===== config.mk =====
export PLATFORM = sky130hd
export DESIGN_NAME = rc_link_frame_channel_decoder
export DESIGN_NICKNAME = d
export VERILOG_FILES = /design/src/hw/rtl/rlfcd_pkg.sv /design/src/hw/rtl/rlfcd_ram.sv /design/src/hw/rtl/rc_link_frame_channel_decoder.sv
export SDC_FILE = /design/constraint.sdc
export NUM_CORES = 1
export LEC_CHECK = 0
export BUFFER_PORTS_ARGS = -buffer_cell sky130_fd_sc_hd__clkbuf_2
export CAP_MARGIN = 20
export CORE_MARGIN = 1
export CORE_UTILIZATION = 50
export DETAILED_ROUTE_END_ITERATION = 16
export PLACE_DENSITY = 0.66
export SLEW_MARGIN = 20
export SYNTH_ARGS = -nofsm -noshare
export SYNTH_HDL_FRONTEND = slang
export SYNTH_HIERARCHICAL = 1
export SYNTH_SLANG_ARGS = --single-unit

===== constraint.sdc =====
create_clock -name clk -period 18.7 [get_ports clk]
set_input_delay 3.74 -clock clk [delete_from_list [all_inputs] [get_ports clk]]
set_output_delay 3.74 -clock clk [all_outputs]
set_load 0.02 [all_outputs]

===== src/hw/rtl/rlfcd_pkg.sv =====
`default_nettype none

package rlfcd_pkg;

	localparam int BUFFER_BYTES_DEF = 64;
	localparam int NUM_CH           = 16;
	localparam int RAW_BITS         = 11;
	localparam int ACC_BITS         = 18;

	// raw * 0.62477 + 881 in Q16
	localparam logic [15:0] SCALE_Q16  = 16'd40945;
	localparam logic [27:0] OFFSET_Q16 = 28'd57737216;

	localparam logic [11:0] RESET_US     = 12'd1500;
	localparam logic [7:0]  SYNC_RST     = 8'd200;
	localparam logic [7:0]  TYPE_RST     = 8'd22;
	localparam logic [15:0] TIMEOUT_RST  = 16'd500;
	localparam logic [11:0] FAILSAFE_RST = 12'd1500;

	localparam logic [4:0] FIRST_DATA_BYTE = 5'd3;

	localparam logic [1:0] KIND_BYTE = 2'd0;
	localparam logic [1:0] KIND_TICK = 2'd1;
	localparam logic [1:0] KIND_READ = 2'd2;

	localparam logic [1:0] REG_SYNC     = 2'd0;
	localparam logic [1:0] REG_TYPE     = 2'd1;
	localparam logic [1:0] REG_TIMEOUT  = 2'd2;
	localparam logic [1:0] REG_FAILSAFE = 2'd3;

	typedef enum logic [2:0] {
		ST_IDLE,
		ST_RD,
		ST_LD,
		ST_EXT,
		ST_MUL,
		ST_CRD
	} state_t;

	typedef struct packed {
		logic [1:0] kind;
		logic [7:0] data;
	} in_item_t;

	typedef struct packed {
		logic [3:0]  channel;
		logic [11:0] value_us;
		logic        link_ok;
		logic        last;
	} out_item_t;

endpackage

`default_nettype wire


===== src/hw/rtl/rlfcd_ram.sv =====
`default_nettype none

module rlfcd_ram #(
	parameter int WIDTH = 8,
	parameter int DEPTH = 64
) (
	input  wire logic                     clk,
	input  wire logic                     we,
	input  wire logic [$clog2(DEPTH)-1:0] waddr,
	input  wire logic [WIDTH-1:0]         wdata,
	input  wire logic [$clog2(DEPTH)-1:0] raddr,
	output logic      [WIDTH-1:0]         rdata
);

	logic [WIDTH-1:0] mem [DEPTH];

	always_ff @(posedge clk) begin
		if (we) begin
			mem[waddr] <= wdata;
		end
		rdata <= mem[raddr];
	end

endmodule

`default_nettype wire


===== src/hw/rtl/rc_link_frame_channel_decoder.sv =====
// Channel   Handshake                   Payload
// in        in_valid / in_ready         in_data   (kind, data)
// out       out_valid / out_ready       out_data  (channel, value_us, link_ok, last)
// cfg       psel penable pwrite pready  paddr pwdata prdata
//
// A channel read waits in a read state until the output register is free, then loads the
// registered channel memory output into it. A byte that completes a channel frame holds
// the input for 22 buffer reads, each a read and a load state, through the single read
// port of the frame memory, then an extract and a scale state per channel, plus output stalls.
// Reset clears control state and the valid bits; unwritten memory entries read as zero
// (frame bytes) or 1500 (channel values). The output register lets a new request in
// while a result waits to be taken.
`default_nettype none

module rc_link_frame_channel_decoder #(
	parameter int BUFFER_BYTES = rlfcd_pkg::BUFFER_BYTES_DEF
) (
	input  wire logic                  clk,
	input  wire logic                  arst_n,
	input  wire logic                  in_valid,
	output logic                       in_ready,
	input  wire rlfcd_pkg::in_item_t   in_data,
	output logic                       out_valid,
	input  wire logic                  out_ready,
	output rlfcd_pkg::out_item_t       out_data,
	input  wire logic                  psel,
	input  wire logic                  penable,
	input  wire logic                  pwrite,
	input  wire logic [3:0]            paddr,
	input  wire logic [31:0]           pwdata,
	output logic      [31:0]           prdata,
	output logic                       pready
);

	import rlfcd_pkg::*;

	localparam int AW  = $clog2(BUFFER_BYTES);
	localparam int CHW = $clog2(NUM_CH);

	state_t state_q, state_d;

	logic [AW-1:0]       idx_q;
	logic [7:0]          len_q;
	logic [7:0]          type_q;
	logic [15:0]         ms_q;
	logic [7:0]          sync_q;
	logic [7:0]          rctype_q;
	logic [15:0]         timeout_q;
	logic [11:0]         failsafe_q;
	logic [BUFFER_BYTES-1:0] buf_vld_q;
	logic [NUM_CH-1:0]   ch_vld_q;
	logic [4:0]          rd_byte_q;
	logic [ACC_BITS-1:0] acc_q;
	logic [4:0]          nbits_q;
	logic [CHW-1:0]      ch_q;
	logic [RAW_BITS-1:0] raw_q;
	logic [CHW-1:0]      rch_q;
	logic                out_valid_q;
	out_item_t           out_q;

	logic          in_acc, is_byte, is_tick, is_read;
	logic [9:0]    idx_inc, len_end;
	logic [7:0]    byte2;
	logic          frame_end, overflow, start_dec;
	logic          buf_we;
	logic [7:0]    buf_rdata;
	logic [AW-1:0] buf_raddr;
	logic [7:0]    byte_ld;
	logic [4:0]    nbits_ld;
	logic [27:0]   prod;
	logic [11:0]   scaled;
	logic [11:0]   ch_rdata;
	logic [11:0]   read_val;
	logic          link_ok;
	logic          out_free, load_dec, load_rd;
	logic          cfg_we;

	assign in_ready = (state_q == ST_IDLE);
	assign in_acc   = in_valid && in_ready;
	assign is_byte  = in_acc && (in_data.kind == KIND_BYTE);
	assign is_tick  = in_acc && (in_data.kind == KIND_TICK);
	assign is_read  = in_acc && (in_data.kind == KIND_READ);

	assign idx_inc   = 10'(idx_q) + 10'd1;
	assign len_end   = 10'(len_q) + 10'd2;
	assign byte2     = (idx_q == AW'(2)) ? in_data.data : type_q;
	assign frame_end = (idx_inc >= len_end);
	assign overflow  = (idx_inc >= 10'(BUFFER_BYTES));
	assign start_dec = is_byte && (idx_q >= AW'(2)) && frame_end && (byte2 == rctype_q);
	assign buf_we    = is_byte && ((idx_q != '0) || (in_data.data == sync_q));
	assign buf_raddr = AW'(rd_byte_q);

	assign link_ok  = (ms_q < timeout_q);
	assign byte_ld  = buf_vld_q[buf_raddr] ? buf_rdata : 8'd0;
	assign nbits_ld = nbits_q + 5'd8;
	assign prod     = 28'(raw_q) * 28'(SCALE_Q16) + OFFSET_Q16;
	assign scaled   = prod[27:16];
	assign read_val = link_ok ? (ch_vld_q[rch_q] ? ch_rdata : RESET_US) : failsafe_q;
	assign out_free = !out_valid_q || out_ready;

	rlfcd_ram #(
		.WIDTH(8),
		.DEPTH(BUFFER_BYTES)
	) u_buf_ram (
		.clk  (clk),
		.we   (buf_we),
		.waddr(idx_q),
		.wdata(in_data.data),
		.raddr(buf_raddr),
		.rdata(buf_rdata)
	);

	// a stalled read keeps re-reading its own channel
	rlfcd_ram #(
		.WIDTH(12),
		.DEPTH(NUM_CH)
	) u_ch_ram (
		.clk  (clk),
		.we   (load_dec),
		.waddr(ch_q),
		.wdata(scaled),
		.raddr((state_q == ST_CRD) ? rch_q : in_data.data[CHW-1:0]),
		.rdata(ch_rdata)
	);

	always_ff @(posedge clk or negedge arst_n) begin
		if (!arst_n) begin
			state_q <= ST_IDLE;
		end else begin
			state_q <= state_d;
		end
	end

	always_comb begin
		state_d  = state_q;
		load_dec = 1'b0;
		load_rd  = 1'b0;
		unique case (state_q)
			ST_IDLE: begin
				if (start_dec) begin
					state_d = ST_RD;
				end else if (is_read) begin
					state_d = ST_CRD;
				end
			end
			ST_RD: begin
				state_d = ST_LD;
			end
			ST_LD: begin
				state_d = (nbits_ld >= 5'(RAW_BITS)) ? ST_EXT : ST_RD;
			end
			ST_EXT: begin
				state_d = ST_MUL;
			end
			ST_MUL: begin
				if (out_free) begin
					load_dec = 1'b1;
					if (ch_q == CHW'(NUM_CH - 1)) begin
						state_d = ST_IDLE;
					end else if (nbits_q >= 5'(RAW_BITS)) begin
						state_d = ST_EXT;
					end else begin
						state_d = ST_RD;
					end
				end
			end
			ST_CRD: begin
				if (out_free) begin
					load_rd = 1'b1;
					state_d = ST_IDLE;
				end
			end
			default: begin
				state_d = ST_IDLE;
			end
		endcase
	end

	// frame assembly, link age and configuration
	assign cfg_we = psel && penable && pwrite;

	always_ff @(posedge clk or negedge arst_n) begin
		if (!arst_n) begin
			idx_q      <= '0;
			len_q      <= '0;
			ms_q       <= '0;
			buf_vld_q  <= '0;
			sync_q     <= SYNC_RST;
			rctype_q   <= TYPE_RST;
			timeout_q  <= TIMEOUT_RST;
			failsafe_q <= FAILSAFE_RST;
		end else begin
			if (buf_we) begin
				buf_vld_q[idx_q] <= 1'b1;
			end
			if (is_byte) begin
				if (idx_q == '0) begin
					if (in_data.data == sync_q) begin
						idx_q <= AW'(1);
					end
				end else if (idx_q == AW'(1)) begin
					len_q <= in_data.data;
					idx_q <= AW'(2);
				end else if (frame_end || overflow) begin
					idx_q <= '0;
					len_q <= '0;
				end else begin
					idx_q <= idx_inc[AW-1:0];
				end
			end
			if (start_dec) begin
				ms_q <= '0;
			end else if (is_tick && (ms_q != 16'hFFFF)) begin
				ms_q <= ms_q + 16'd1;
			end
			if (cfg_we) begin
				unique case (paddr[3:2])
					REG_SYNC:     sync_q     <= pwdata[7:0];
					REG_TYPE:     rctype_q   <= pwdata[7:0];
					REG_TIMEOUT:  timeout_q  <= pwdata[15:0];
					REG_FAILSAFE: failsafe_q <= pwdata[11:0];
					default:      ;
				endcase
			end
		end
	end

	// decode sequencer and channel store valid bits
	always_ff @(posedge clk or negedge arst_n) begin
		if (!arst_n) begin
			rd_byte_q   <= '0;
			nbits_q     <= '0;
			ch_q        <= '0;
			ch_vld_q    <= '0;
			out_valid_q <= 1'b0;
		end else begin
			if (start_dec) begin
				rd_byte_q <= FIRST_DATA_BYTE;
				nbits_q   <= '0;
				ch_q      <= '0;
			end
			if (state_q == ST_LD) begin
				nbits_q   <= nbits_ld;
				rd_byte_q <= rd_byte_q + 5'd1;
			end
			if (state_q == ST_EXT) begin
				nbits_q <= nbits_q - 5'(RAW_BITS);
			end
			if (load_dec) begin
				ch_vld_q[ch_q] <= 1'b1;
				ch_q           <= ch_q + CHW'(1);
			end
			if (load_dec || load_rd) begin
				out_valid_q <= 1'b1;
			end else if (out_ready) begin
				out_valid_q <= 1'b0;
			end
		end
	end

	always_ff @(posedge clk) begin
		if (start_dec) begin
			acc_q <= '0;
		end
		if (is_byte && (idx_q == AW'(2))) begin
			type_q <= in_data.data;
		end
		if (is_read) begin
			rch_q <= in_data.data[CHW-1:0];
		end
		if (state_q == ST_LD) begin
			acc_q <= acc_q | (ACC_BITS'(byte_ld) << nbits_q);
		end
		if (state_q == ST_EXT) begin
			raw_q <= acc_q[RAW_BITS-1:0];
			acc_q <= acc_q >> RAW_BITS;
		end
		if (load_dec) begin
			out_q.channel  <= 4'(ch_q);
			out_q.value_us <= scaled;
			out_q.link_ok  <= link_ok;
			out_q.last     <= (ch_q == CHW'(NUM_CH - 1));
		end else if (load_rd) begin
			out_q.channel  <= 4'(rch_q);
			out_q.value_us <= read_val;
			out_q.link_ok  <= link_ok;
			out_q.last     <= 1'b1;
		end
	end

	assign out_valid = out_valid_q;
	assign out_data  = out_q;
	assign pready    = 1'b1;

	always_comb begin
		unique case (paddr[3:2])
			REG_SYNC:     prdata = {24'd0, sync_q};
			REG_TYPE:     prdata = {24'd0, rctype_q};
			REG_TIMEOUT:  prdata = {16'd0, timeout_q};
			REG_FAILSAFE: prdata = {20'd0, failsafe_q};
			default:      prdata = '0;
		endcase
	end

endmodule

`default_nettype wire


### Word level (Yosys, flattened, before mapping)

Memories as Yosys holds them, arrays and structs flattened. A register that Yosys moved wholly into a read port is not among the register bits.
Index checks and enable logic that the tools add are counted.

* flip-flop bits (word level): 231
* latch bits: 0
* RAM bits: 704
* memory bits (read-only): 0
* input bits: 53
* output and inout port bits: 53
* memories kept: 2

Memories
* u_buf_ram.mem: depth 64, bits a word 8, rd ports 1, clocked after memory_dff 1, write ports 1, RTL line rlfcd_ram.sv:15 `logic [WIDTH-1:0] mem [DEPTH];`
* u_ch_ram.mem: depth 16, bits a word 12, rd ports 1, clocked after memory_dff 1, write ports 1, RTL line rlfcd_ram.sv:15

* add/sub/neg operators: 8
* $mul: 1
* div/mod/pow operators: 0
* order comparisons: 12
* eq/ne operators: 20
* shift-type cells: 1
* multiplexer cells: 51
* bitwise operators: 4
* reduce and logical (&&, ||, !) cells: 38

Operator list (count)
* $pmux 32 s4: 1
* $mux 18: 4
* $or 64x64->64: 1
* $mux 16: 2
* $mux 8: 4
* $add 27x26->28 const B: 1
* $mul 11x16->27 const B: 1
* $mux 5: 5
* $mux 12: 2
* $mux 6: 4
* $or 18x18->18: 1
* $pmux 3 s6: 1
* $shl 8x5->18: 1
* $add 16x1->16 const B: 1
* $eq 8x8->1: 2
* $lt 16x16->1: 1
* $ne 16x16->1 const B: 1
* $or 16x16->16: 1
* $logic_and 1x1->1: 14
* $mux 1: 13
* $mux 3: 4
* $mux 4: 3
* $reduce_bool 2->1: 6
* $ge 5x4->1 const B: 2
* 40 further kinds: 59

### Logic depth before layout (Yosys ltp)

Gate-level depths: netlist of the first run.

* depth in word-level cells: 9
* gate-level depth with buffers: 19

### Cells and area by module

Netlist of the first run, hierarchy kept.

Modules (own cells, without submodules)
* rlfcd_ram at u_buf_ram: times used 1, cells each 940, area an instance 20166.8 um2
* rc_link_frame_channel_decoder: times used 1, cells each 1216, area an instance 13290.2 um2
* rlfcd_ram at u_ch_ram: times used 1, cells each 329, area an instance 7599.8 um2

### Worst setup path before layout of the first run

OpenSTA, ideal clock, no wires.

* kind: input-to-output
* start: input port paddr[2]
* end: output port prdata[5]
* data arrival time: 5.087 ns
* required time: 14.960 ns
* path slack: 9.873 ns
* stages: 3
* path buffers: 2
* cells stage by stage: clkbuf_1 > buf_1 > mux4_2

* cells in the longest elaborated chain, start to end: 2
* elaborated cells between the ends (all ways): 5

RTL lines
* start, declared: RTL line rc_link_frame_channel_decoder.sv:29 `input wire logic [3:0] paddr,`
* $eq 2x2->1 (tied with other cells): RTL line rc_link_frame_channel_decoder.sv:296 `unique case (paddr[3:2])`
* $pmux 32 s4 (*): RTL line rc_link_frame_channel_decoder.sv:296
* end, declared: RTL line rc_link_frame_channel_decoder.sv:31 `output logic [31:0] prdata,`

Every way passes the cells marked *; elsewhere a longest branch is shown, timed or not. The select of a mux whose other input is x is not followed.

### Final worst setup path of the first run

* start: input port paddr[2]
* end: output port prdata[7]

The elaborated chain is that of the path after synthesis.

==> run_results.csv, run 1 <==
group,metric,value,unit
placed_design,port_buffers,70,
setup_path,worstPathRequired,14.96,ns
logic_synthesis,syn_avg_cell_area,16.52,um^2
global_routing,grt_pass1_vias,22680,
clock_tree,clockBufferDepth,3,
power,pwr-share-comb,0.403,
timing,setup_viol_count_final,0,
timing,report.final.slew_viol_count,0,
setup_path,path_class,"in -> out",
timing,fin_crit_sh,0.4660,
logic_synthesis,yosysWarningCount,6,
detailed_routing,wl,92.53,mm
detailed_routing,vias_per_cell,6.024,
timing,finalSetupTns,0,ns
setup_path,cp-startpoint,"paddr[2]",
floorplanning,die_x,288.6,um
setup_path,worst-path-buf-inv,2,
clock_tree,clk_latency,0.70,ns
setup_path,cp-end-kind,"output pin",
power,seq_power_share,0.386,
logic_synthesis,synthFlopType,"edfxtp_1",
clock_tree,holdBufCountCts,0,
setup_path,path_delay_family,"multiplexers",
run_status,status,"finished clean",
clock_tree,cts-resized-gates,0,
detailed_routing,drtIter0Drc,2230,
floorplanning,fp.coreArea,80940,um^2
placed_design,place_congestion,0.8620,
detailed_routing,post_drt_wl_per_cell,24.70,um
power,clock_power_share,0.211,
layout,final_cell_mix,"752 x edfxtp_1, 181 x mux4_2, 152 x nor2_1",
flow_run,cap_violations,0,
logic_synthesis,synth_cells,2485,
setup_path,arrival,4.97,ns
layout,syn2layout_area_growth,11.54,%
global_routing,overflow,0,
power,pwr_density_cell,198.0,nW/um^2
setup_path,start_kind,"input pin",
timing,worstMarginPinSlew,1.092,ns
layout,finalNetCount,2820,
power,switching_power,3.394,mW
logic_synthesis,synth_edf_count,752,
clock_tree,cts_setup_buffers,0,
global_routing,gr-usage-all-layers,0.2270,
detailed_routing,ant_nets,0,
clock_tree,clock-sinks,923,
placed_design,preCtsSetupSlack,9.986,ns
setup_path,cpMaxStageDelayCell,"mux4_2",
worst_hold_path,holdCritStartpoint,"buf_vld_q[5]",
placed_design,dp_hpwl,60.66,mm
detailed_routing,firstDrtPassIters,6,
layout,fill_cells,6172,
floorplanning,dieArea,83260,um^2
clock_tree,h-tree-depth,3,
clock_tree,cts_buffers,97,
detailed_routing,vias,22571,
timing,hold_viol_final,0,
floorplanning,start_util,0.5073,
clock_tree,clk_pin_slew,0.06,ns
floorplanning,std_cell_rows,104,
setup_path,max_stage_delay,0.62,ns
global_routing,grt_pass1_wl,140.1,mm
timing,fin_crit,8.714,ns
logic_synthesis,yosysSeqAreaShare,0.6510,
timing,rsz0062_at_grt,"false",
clock_tree,root_buffer,"clkbuf_16",
power,p_int,5.672,mW
layout,drive_gt1_frac,0.2123,
setup_path,cp_common_cell,"clkbuf_2",
power,swShare,0.3743,
setup_path,cp_cell_sequence,"clkbuf_2 -> mux4_2 -> clkbuf_2",
global_routing,grt_antenna_before_repair,9,
clock_tree,cts_tree,"built",
worst_hold_path,hold_path.class,"reg -> reg",
logic_synthesis,yosysUniqueCellTypes,87,
logic_synthesis,syn_area,41060,um^2
floorplanning,num_io_pins,106,
setup_path,crit_path_max_fanout,16,
floorplanning,die_h,288.6,um
logic_synthesis,ys_seq_elements,923,
power,p_leak,16.83,nW
timing,fin_skew,0.07362,ns
power,peakVddDrop,361.2,uV
detailed_routing,route.detailed.drc,0,
timing,fin_ws,9.986,ns
layout,layout_commonest_cell,"edfxtp_1",
global_routing,grt_max_degree,118,
timing,slew-limit-headroom,0.2690,
setup_path,r2r_start,"raw_q[8]",
logic_synthesis,async_reset_ff_frac,0.1517,
timing,max_clock_freq,0.1148,GHz
==> logic make-up after synthesis <==
| logic type | after synthesis | share of synthesized area |
|---|---|---|
| flops | 923 | 0.6510 |
| simple gates | 467 | 0.05510 |
| compound gates | 313 | 0.05504 |
| mux | 309 | 0.1383 |
| buf+inv | 255 | 0.02938 |
| fa+ha+maj | 164 | 0.05985 |
| xor+xnor | 52 | 0.01109 |
| other cells | 2 | 0.0001829 |
==> flip-flops by register name (all words and copies together), names as in the netlist, 8 cells and up <==
| register | cells |
|---|---|
| acc_q | 18 |
| buf_vld_q | 32 |
| ch_vld_q | 16 |
| failsafe_q | 12 |
| len_q | 8 |
| ms_q | 16 |
| out_data | 18 |
| raw_q | 11 |
| rctype_q | 8 |
| sync_q | 8 |
| timeout_q | 16 |
| type_q | 8 |
| u_buf_ram/mem | 512 |
| u_buf_ram/rdata | 8 |
| u_ch_ram/mem | 192 |
| u_ch_ram/rdata | 12 |
==> cell usage after synthesis, types with 39 or more instances <==
cell	count	share of area
mux2_2	58	0.016
nand2_1	104	0.0095
o21ai_0	44	0.0054
a21o_1	46	0.0084
edfxtp_1	752	0.55
clkbuf_1	50	0.0046
dfrtp_1	121	0.074
nand3_1	40	0.0049
mux2i_1	54	0.013
ha_1	110	0.034
a21oi_1	39	0.0048
mux4_2	181	0.099
nor2_1	158	0.014
fa_1	54	0.026
inv_1	133	0.012
==> through the flow <==
stage / total power, mW / area [um^2] / hold WS, ns / instances / utilization
floorplan: 5.888 / 41140 / 0.4025 / 2507 / -
global placement: 6.980 / 42510 / 0.4323 / 3563 / 0.5252
detailed placement: 7.189 / 42550 / 0.4357 / 3564 / 0.5257
CTS: 9.131 / 45770 / 0.4490 / 3745 / 0.5655
global route: 9.606 / 45790 / 0.4687 / 3745 / 0.5657
finish: 9.066 / 45790 / 0.4474 / 3747 / 0.5658
==> worst paths after layout <==
check	slack, ns	depth (start not counted)	end
max in group asynchronous	14.21	2	sync_q[5]
setup / recovery	9.99	3	prdata[7]
setup reg to reg	11.68	17	u_ch_ram/mem[2][11]
hold / removal	0.45	1	buf_vld_q[5]
hold reg to reg	0.45	1	buf_vld_q[5]
min in group asynchronous	3.03	1	buf_vld_q[1]
==> power by group through the flow <==
stage	registers, mW	logic [mW]	clock network [mW]
6_report	3.50	3.65	1.91
5_1_grt	3.53	4.06	2.02
4_1_cts	3.50	3.68	1.95
3_5_place_dp	3.54	3.64	0
3_3_place_gp	3.53	3.45	0
2_1_floorplan	3.43	2.45	0
==> worst reg2reg max path: stages, from the launching register on <==
cell and delay [ns]:
edfxtp_1 0.58, fa_1 0.70, inv_1 0.14, fa_1 0.55, inv_1 0.06, fa_1 0.53, inv_1 0.05, fa_1 0.48
fa_1 0.56, inv_1 0.05, ha_1 0.29, a21oi_1 0.07, o21ai_0 0.29, o21ai_0 0.24, nor4b_1 0.63, o311ai_0 0.33
and3_1 0.26, nor2_1 0.82
==> layer usage <==
layer  global-route usage  vias up  wire (um)
met5                    0        -         44
met4              0.06442        6       1966
met3              0.04479      130       7462
met2               0.3577      914      44100
met1               0.3233    11668      38960
li1                     -     9853          -
==> final cells by class <==
class	instances	area [um^2]	area share
Sequential cell	923	26740	0.5840
Multi-Input combinational cell	1329	13270	0.2897
Clock buffer	126	2606	0.05691
Tap cell	1060	1326	0.02896
Timing Repair Buffer	117	719.4	0.01571
Clock inverter	55	620.6	0.01355
Inverter	135	506.7	0.01107
Antenna cell	2	5.005	0.0001093
No activity file was read; power rests on OpenSTA's default activity.
==> run 2, diff against run 1 <==
--- a/config.mk
+++ b/config.mk
@@ -10,7 +10,7 @@
 export CORE_MARGIN = 1
 export CORE_UTILIZATION = 50
 export DETAILED_ROUTE_END_ITERATION = 16
-export PLACE_DENSITY = 0.66
+export PLACE_DENSITY = 0.69
 export SLEW_MARGIN = 20
 export SYNTH_ARGS = -nofsm -noshare
 export SYNTH_HDL_FRONTEND = slang
==> constraint.sdc (replaced) <==
create_clock -name clk -period 7.4 [get_ports clk]
set_input_delay 1.48 -clock clk [delete_from_list [all_inputs] [get_ports clk]]
set_output_delay 1.48 -clock clk [all_outputs]
set_load 0.02 [all_outputs]
==> run_results.csv, run 2 (synthesized netlist as in run 1, its figures left out) <==
group,metric,value,unit
global_routing,grt_antenna_before_repair,3,
timing,finalSetupTns,0,ns
clock_tree,cts_tree,"built",
placed_design,port_buffers,70,
floorplanning,dieArea,83260,um^2
placed_design,dp_hpwl,62.35,mm
floorplanning,die_x,288.6,um
timing,rsz0062_at_grt,"false",
power,p_leak,16.89,nW
detailed_routing,drtIter0Drc,2195,
timing,setup_viol_count_final,0,
global_routing,grt_max_degree,91,
layout,layout_commonest_cell,"edfxtp_1",
layout,regMostFlops,"u_buf_ram/mem",
power,pwr_density_cell,512.9,nW/um^2
detailed_routing,firstDrtPassIters,5,
clock_tree,clk_latency,0.67,ns
detailed_routing,vias,22974,
detailed_routing,ant_nets,0,
flow_run,cap_violations,0,
clock_tree,clk_pin_slew,0.06,ns
global_routing,grt_pass1_wl,142.1,mm
layout,insertedDiodeCount,0,
clock_tree,holdBufCountCts,0,
setup_path,arrival,7.12,ns
layout,final_cell_mix,"752 x edfxtp_1, 181 x mux4_2, 152 x nor2_1",
detailed_routing,vias_per_cell,6.130,
floorplanning,std_cell_rows,104,
timing,slew-limit-headroom,0.2389,
layout,utilization,0.5667,
global_routing,grt_pass1_vias,23025,
placed_design,preCtsSetupSlack,0.6159,ns
setup_path,cp-end-kind,"flop",
layout,largest_reg_flops,512,
timing,fin_ws,0.5673,ns
timing,fin_skew,0.04633,ns
clock_tree,h-tree-depth,3,
run_status,status,"finished clean",
setup_path,start_kind,"flop",
layout,syn2layout_area_growth,11.71,%
timing,hold_viol_final,0,
clock_tree,root_buffer,"clkbuf_16",
detailed_routing,route.detailed.drc,0,
floorplanning,num_io_pins,106,
layout,finalNetCount,2825,
setup_path,worstPathRequired,7.69,ns
clock_tree,clock-sinks,923,
timing,fin_crit_sh,0.9233,
detailed_routing,wl,95.01,mm
worst_hold_path,hold_path.class,"reg -> reg",
timing,max_clock_freq,0.1464,GHz
floorplanning,fp.coreArea,80940,um^2
floorplanning,die_h,288.6,um
detailed_routing,post_drt_wl_per_cell,25.35,um
power,peakVddDrop,1008,uV
timing,report.final.slew_viol_count,0,
layout,drive_gt1_frac,0.2147,
timing,fin_crit,6.833,ns
clock_tree,cts-resized-gates,0,
layout,reg.largest.list,"u_buf_ram/mem x512, u_ch_ram/mem x192, buf_vld_q x32",
global_routing,overflow,0,
global_routing,gr-usage-all-layers,0.2295,
clock_tree,cts_buffers,94,
clock_tree,cts_setup_buffers,0,
clock_tree,clockBufferDepth,3,
setup_path,crit_path_max_fanout,16,
setup_path,path_class,"reg -> reg",
timing,worstMarginPinSlew,1.135,ns
floorplanning,start_util,0.5073,
placed_design,place_congestion,0.9150,
[run 2: per-stage QoR]
| step | instance area, um^2 | instances | hold slack (ns) | total power, mW |
|---|---|---|---|---|
| floorplan | 41140 | 2507 | 0.4025 | 14.58 |
| global placement | 42550 | 3570 | 0.4229 | 18.12 |
| detailed placement | 42570 | 3571 | 0.4306 | 18.60 |
| CTS | 45830 | 3747 | 0.4515 | 23.53 |
| global route | 45870 | 3748 | 0.4603 | 24.67 |
| finish | 45870 | 3748 | 0.4493 | 23.52 |
[run 2: path summary, 6_finish.rpt]
kind                           from             endpoint  slack [ns]  depth (start not counted)
setup / recovery           raw_q[8]  u_ch_ram/mem[6][11]        0.57                         18
setup reg to reg           raw_q[8]  u_ch_ram/mem[6][11]        0.57                         18
max in group asynchronous    arst_n          ch_vld_q[9]        5.21                          2
min in group asynchronous    arst_n         buf_vld_q[0]        0.87                          1
hold / removal             acc_q[7]             raw_q[7]        0.45                          0
hold reg to reg            acc_q[7]             raw_q[7]        0.45                          0
[run 2: cell type report]
cell class              instances  area [um^2]
clock buffers                 124         2587
clock inverters                52        674.4
fillers                      6186        35070
inverters                     135        506.7
multi-input cells            1329        13260
flip-flops and latches        923        26740
well taps                    1060         1326
repair buffers                125        774.5
[run 2: layer usage]
layer | GRT usage | wire, um | vias up
met4 | 0.06799 | 2465 | 2
met5 | 0 | 13 | -
li1 | - | - | 9870
met1 | 0.3222 | 39560 | 11993
met3 | 0.03610 | 6793 | 176
met2 | 0.3726 | 46180 | 933
[run 2: critical path, stage by stage, from the launching register on]
cell and delay (ns):
edfxtp_1 0.57, fa_1 0.71, inv_1 0.15, fa_1 0.56, inv_1 0.06, fa_1 0.52
inv_1 0.05, fa_1 0.48, fa_1 0.54, inv_1 0.04, ha_1 0.31, a21oi_1 0.14
o21ai_0 0.16, a211oi_1 0.39, nor4b_1 0.14, buf_4 0.18, o311ai_0 0.42, a21oi_1 0.21
nor2_1 0.85
[run 2: power by group]
part           internal (mW)  total, mW  switching (mW)  leakage, nW
Combinational           3.38       9.89            6.51         6.54
Clock                   2.90       4.92            2.01         1.57
Sequential              8.25       8.71           0.458         8.78
Total                   14.5       23.5            8.98         16.9
==> run 3, diff against run 2 <==
--- a/config.mk
+++ b/config.mk
@@ -9,6 +9,7 @@
 export CAP_MARGIN = 20
 export CORE_MARGIN = 1
 export CORE_UTILIZATION = 50
+export CTS_BUF_LIST = sky130_fd_sc_hd__clkbuf_4 sky130_fd_sc_hd__clkbuf_8 sky130_fd_sc_hd__clkbuf_16
 export DETAILED_ROUTE_END_ITERATION = 16
 export PLACE_DENSITY = 0.69
 export SLEW_MARGIN = 20
==> run_results.csv, run 3 (synthesized netlist as in run 1, its figures left out) <==
group,metric,value,unit
power,peakVddDrop,1001,uV
floorplanning,die_h,288.6,um
timing,setup_viol_count_final,0,
floorplanning,start_util,0.5073,
detailed_routing,wl,95.21,mm
setup_path,cp-end-kind,"flop",
worst_hold_path,holdPathEnd,"raw_q[9]",
flow_run,cap_violations,0,
power,clock_power_share,0.212,
setup_path,start_kind,"flop",
power,swShare,0.3808,
worst_hold_path,holdCritStartpoint,"acc_q[9]",
worst_hold_path,hold_path.class,"reg -> reg",
layout,fill_cells,6173,
timing,fin_crit,6.829,ns
power,switching_power,8.973,mW
timing,max_clock_freq,0.1464,GHz
clock_tree,cts-resized-gates,0,
power,seq_power_share,0.369,
layout,finalNetCount,2825,
timing,worstMarginPinSlew,1.124,ns
layout,largest_reg_flops,512,
placed_design,dp_cells,3571,
clock_tree,clk_pin_slew,0.07,ns
global_routing,gr-usage-all-layers,0.2297,
detailed_routing,vias,22899,
detailed_routing,firstDrtPassIters,5,
layout,drive_gt1_frac,0.2221,
layout,fin_cells,3749,
setup_path,arrival,7.12,ns
setup_path,rr_endpoint,"u_ch_ram/mem[6][11]",
clock_tree,cts_tree,"built",
global_routing,grt_pass1_wl,142.2,mm
global_routing,grt_max_degree,91,
setup_path,crit_path_max_fanout,16,
clock_tree,clock-sinks,923,
detailed_routing,route.detailed.drc,0,
clock_tree,clk_latency,0.67,ns
timing,report.final.slew_viol_count,0,
timing,hold_viol_final,0,
layout,multi_input_comb_area,13260,um^2
global_routing,overflow,0,
global_routing,grt_pass1_vias,23071,
placed_design,place_congestion,0.9150,
setup_path,worstPathRequired,7.69,ns
floorplanning,fp.coreArea,80940,um^2
clock_tree,clockBufferDepth,3,
layout,regMostFlops,"u_buf_ram/mem",
floorplanning,die_x,288.6,um
detailed_routing,ant_nets,0,
clock_tree,h-tree-depth,3,
clock_tree,holdBufCountCts,0,
detailed_routing,vias_per_cell,6.108,
timing,fin_crit_sh,0.9229,
setup_path,path_class,"reg -> reg",
detailed_routing,drtIter0Drc,2133,
setup_path,r2r_start,"raw_q[8]",
power,p_leak,16.96,nW
timing,fin_skew,0.04595,ns
power,p_int,14.59,mW
layout,register_area,26740,um^2
layout,layout_commonest_cell,"edfxtp_1",
global_routing,grt_antenna_before_repair,3,
placed_design,port_buffers,70,
power,pwr_density_cell,512.9,nW/um^2
floorplanning,dieArea,83260,um^2
layout,syn2layout_area_growth,11.90,%
clock_tree,cts_setup_buffers,0,
timing,slew-limit-headroom,0.2468,
setup_path,rr_worst_depth,18,
setup_path,reg2reg_slack,0.57,ns
power,pwr-share-comb,0.419,
run_status,status,"finished clean",
worst_hold_path,whs_path_depth,0,
layout,final_cell_mix,"752 x edfxtp_1, 181 x mux4_2, 152 x nor2_1",
floorplanning,num_io_pins,106,
layout,reg.largest.list,"u_buf_ram/mem x512, u_ch_ram/mem x192, buf_vld_q x32",
timing,rsz0062_at_grt,"false",
placed_design,dp_hpwl,62.35,mm
clock_tree,root_buffer,"clkbuf_16",
timing,finalSetupTns,0,ns
floorplanning,std_cell_rows,104,
clock_tree,cts_buffers,94,
detailed_routing,post_drt_wl_per_cell,25.40,um
==> run 3: changes by cell type in the layout (fill, tap and decap cells not counted), sizes merged <==
cell / delta
diode: +1
==> run 3: layer usage <==
metal / track usage / routed length [um] / vias to the layer above
li1: - / - / 9869
met1: 0.3234 / 39350 / 11885
met2: 0.3735 / 46310 / 982
met3: 0.03452 / 7123 / 161
met4: 0.06733 / 2408 / 2
met5: 0 / 13 / -
==> run 3: critical path, cell delays in order (launching register included) <==
cell and delay (ns):
edfxtp_1 0.57, fa_1 0.71, inv_1 0.15, fa_1 0.56
inv_1 0.06, fa_1 0.52, inv_1 0.05, fa_1 0.48
fa_1 0.54, inv_1 0.04, ha_1 0.31, a21oi_1 0.14
o21ai_0 0.16, a211oi_1 0.36, nor4b_1 0.13, buf_4 0.17
o311ai_0 0.44, a21oi_1 0.21, nor2_1 0.86
==> run 3: cell type report <==
| type | instances | share of cell area |
|---|---|---|
| clock inverters | 52 | 0.01468 |
| repair buffers | 125 | 0.01686 |
| diodes | 1 | 0.00005447 |
| multi-input cells | 1329 | 0.2885 |
| flip-flops and latches | 923 | 0.5821 |
| inverters | 135 | 0.01103 |
| clock buffers | 124 | 0.05795 |
| well taps | 1060 | 0.02887 |
==> run 3: how the worst max path moves through the flow <==
stage | startpoint | end | cells after the start
after global placement | raw_q[8] | u_ch_ram/mem[0][11] | 18
final | raw_q[8] | u_ch_ram/mem[6][11] | 18
after CTS | raw_q[8] | u_ch_ram/mem[3][11] | 18
after global routing | raw_q[8] | u_ch_ram/mem[3][11] | 18
after floorplan | raw_q[8] | out_data[10] | 17
after detailed placement | raw_q[8] | u_ch_ram/mem[3][11] | 18
==> run 3: stage by stage <==
| step | cell area [um^2] | util | hold slack [ns] | setup WS [ns] | total power [mW] |
|---|---|---|---|---|---|
| 2_1_floorplan | 41140 | - | 0.4025 | 1.376 | 14.58 |
| 3_3_place_gp | 42550 | 0.5257 | 0.4229 | 0.7758 | 18.12 |
| 3_5_place_dp | 42570 | 0.5259 | 0.4306 | 0.6159 | 18.60 |
| 4_1_cts | 45910 | 0.5672 | 0.4515 | 0.5718 | 23.61 |
| 5_1_grt | 45940 | 0.5676 | 0.4603 | 0.2223 | 24.74 |
| 6_report | 45940 | 0.5676 | 0.4493 | 0.5708 | 23.57 |
==> run 3: power groups by stage <==
stage          Clock, mW  Sequential, mW  Combinational, mW
2_1_floorplan          0            8.49               6.09
4_1_cts             5.07            8.67               9.87
3_3_place_gp           0            8.74               9.37
6_report            5.00            8.70               9.87
5_1_grt             5.27            8.75               10.7
3_5_place_dp           0            8.79               9.81
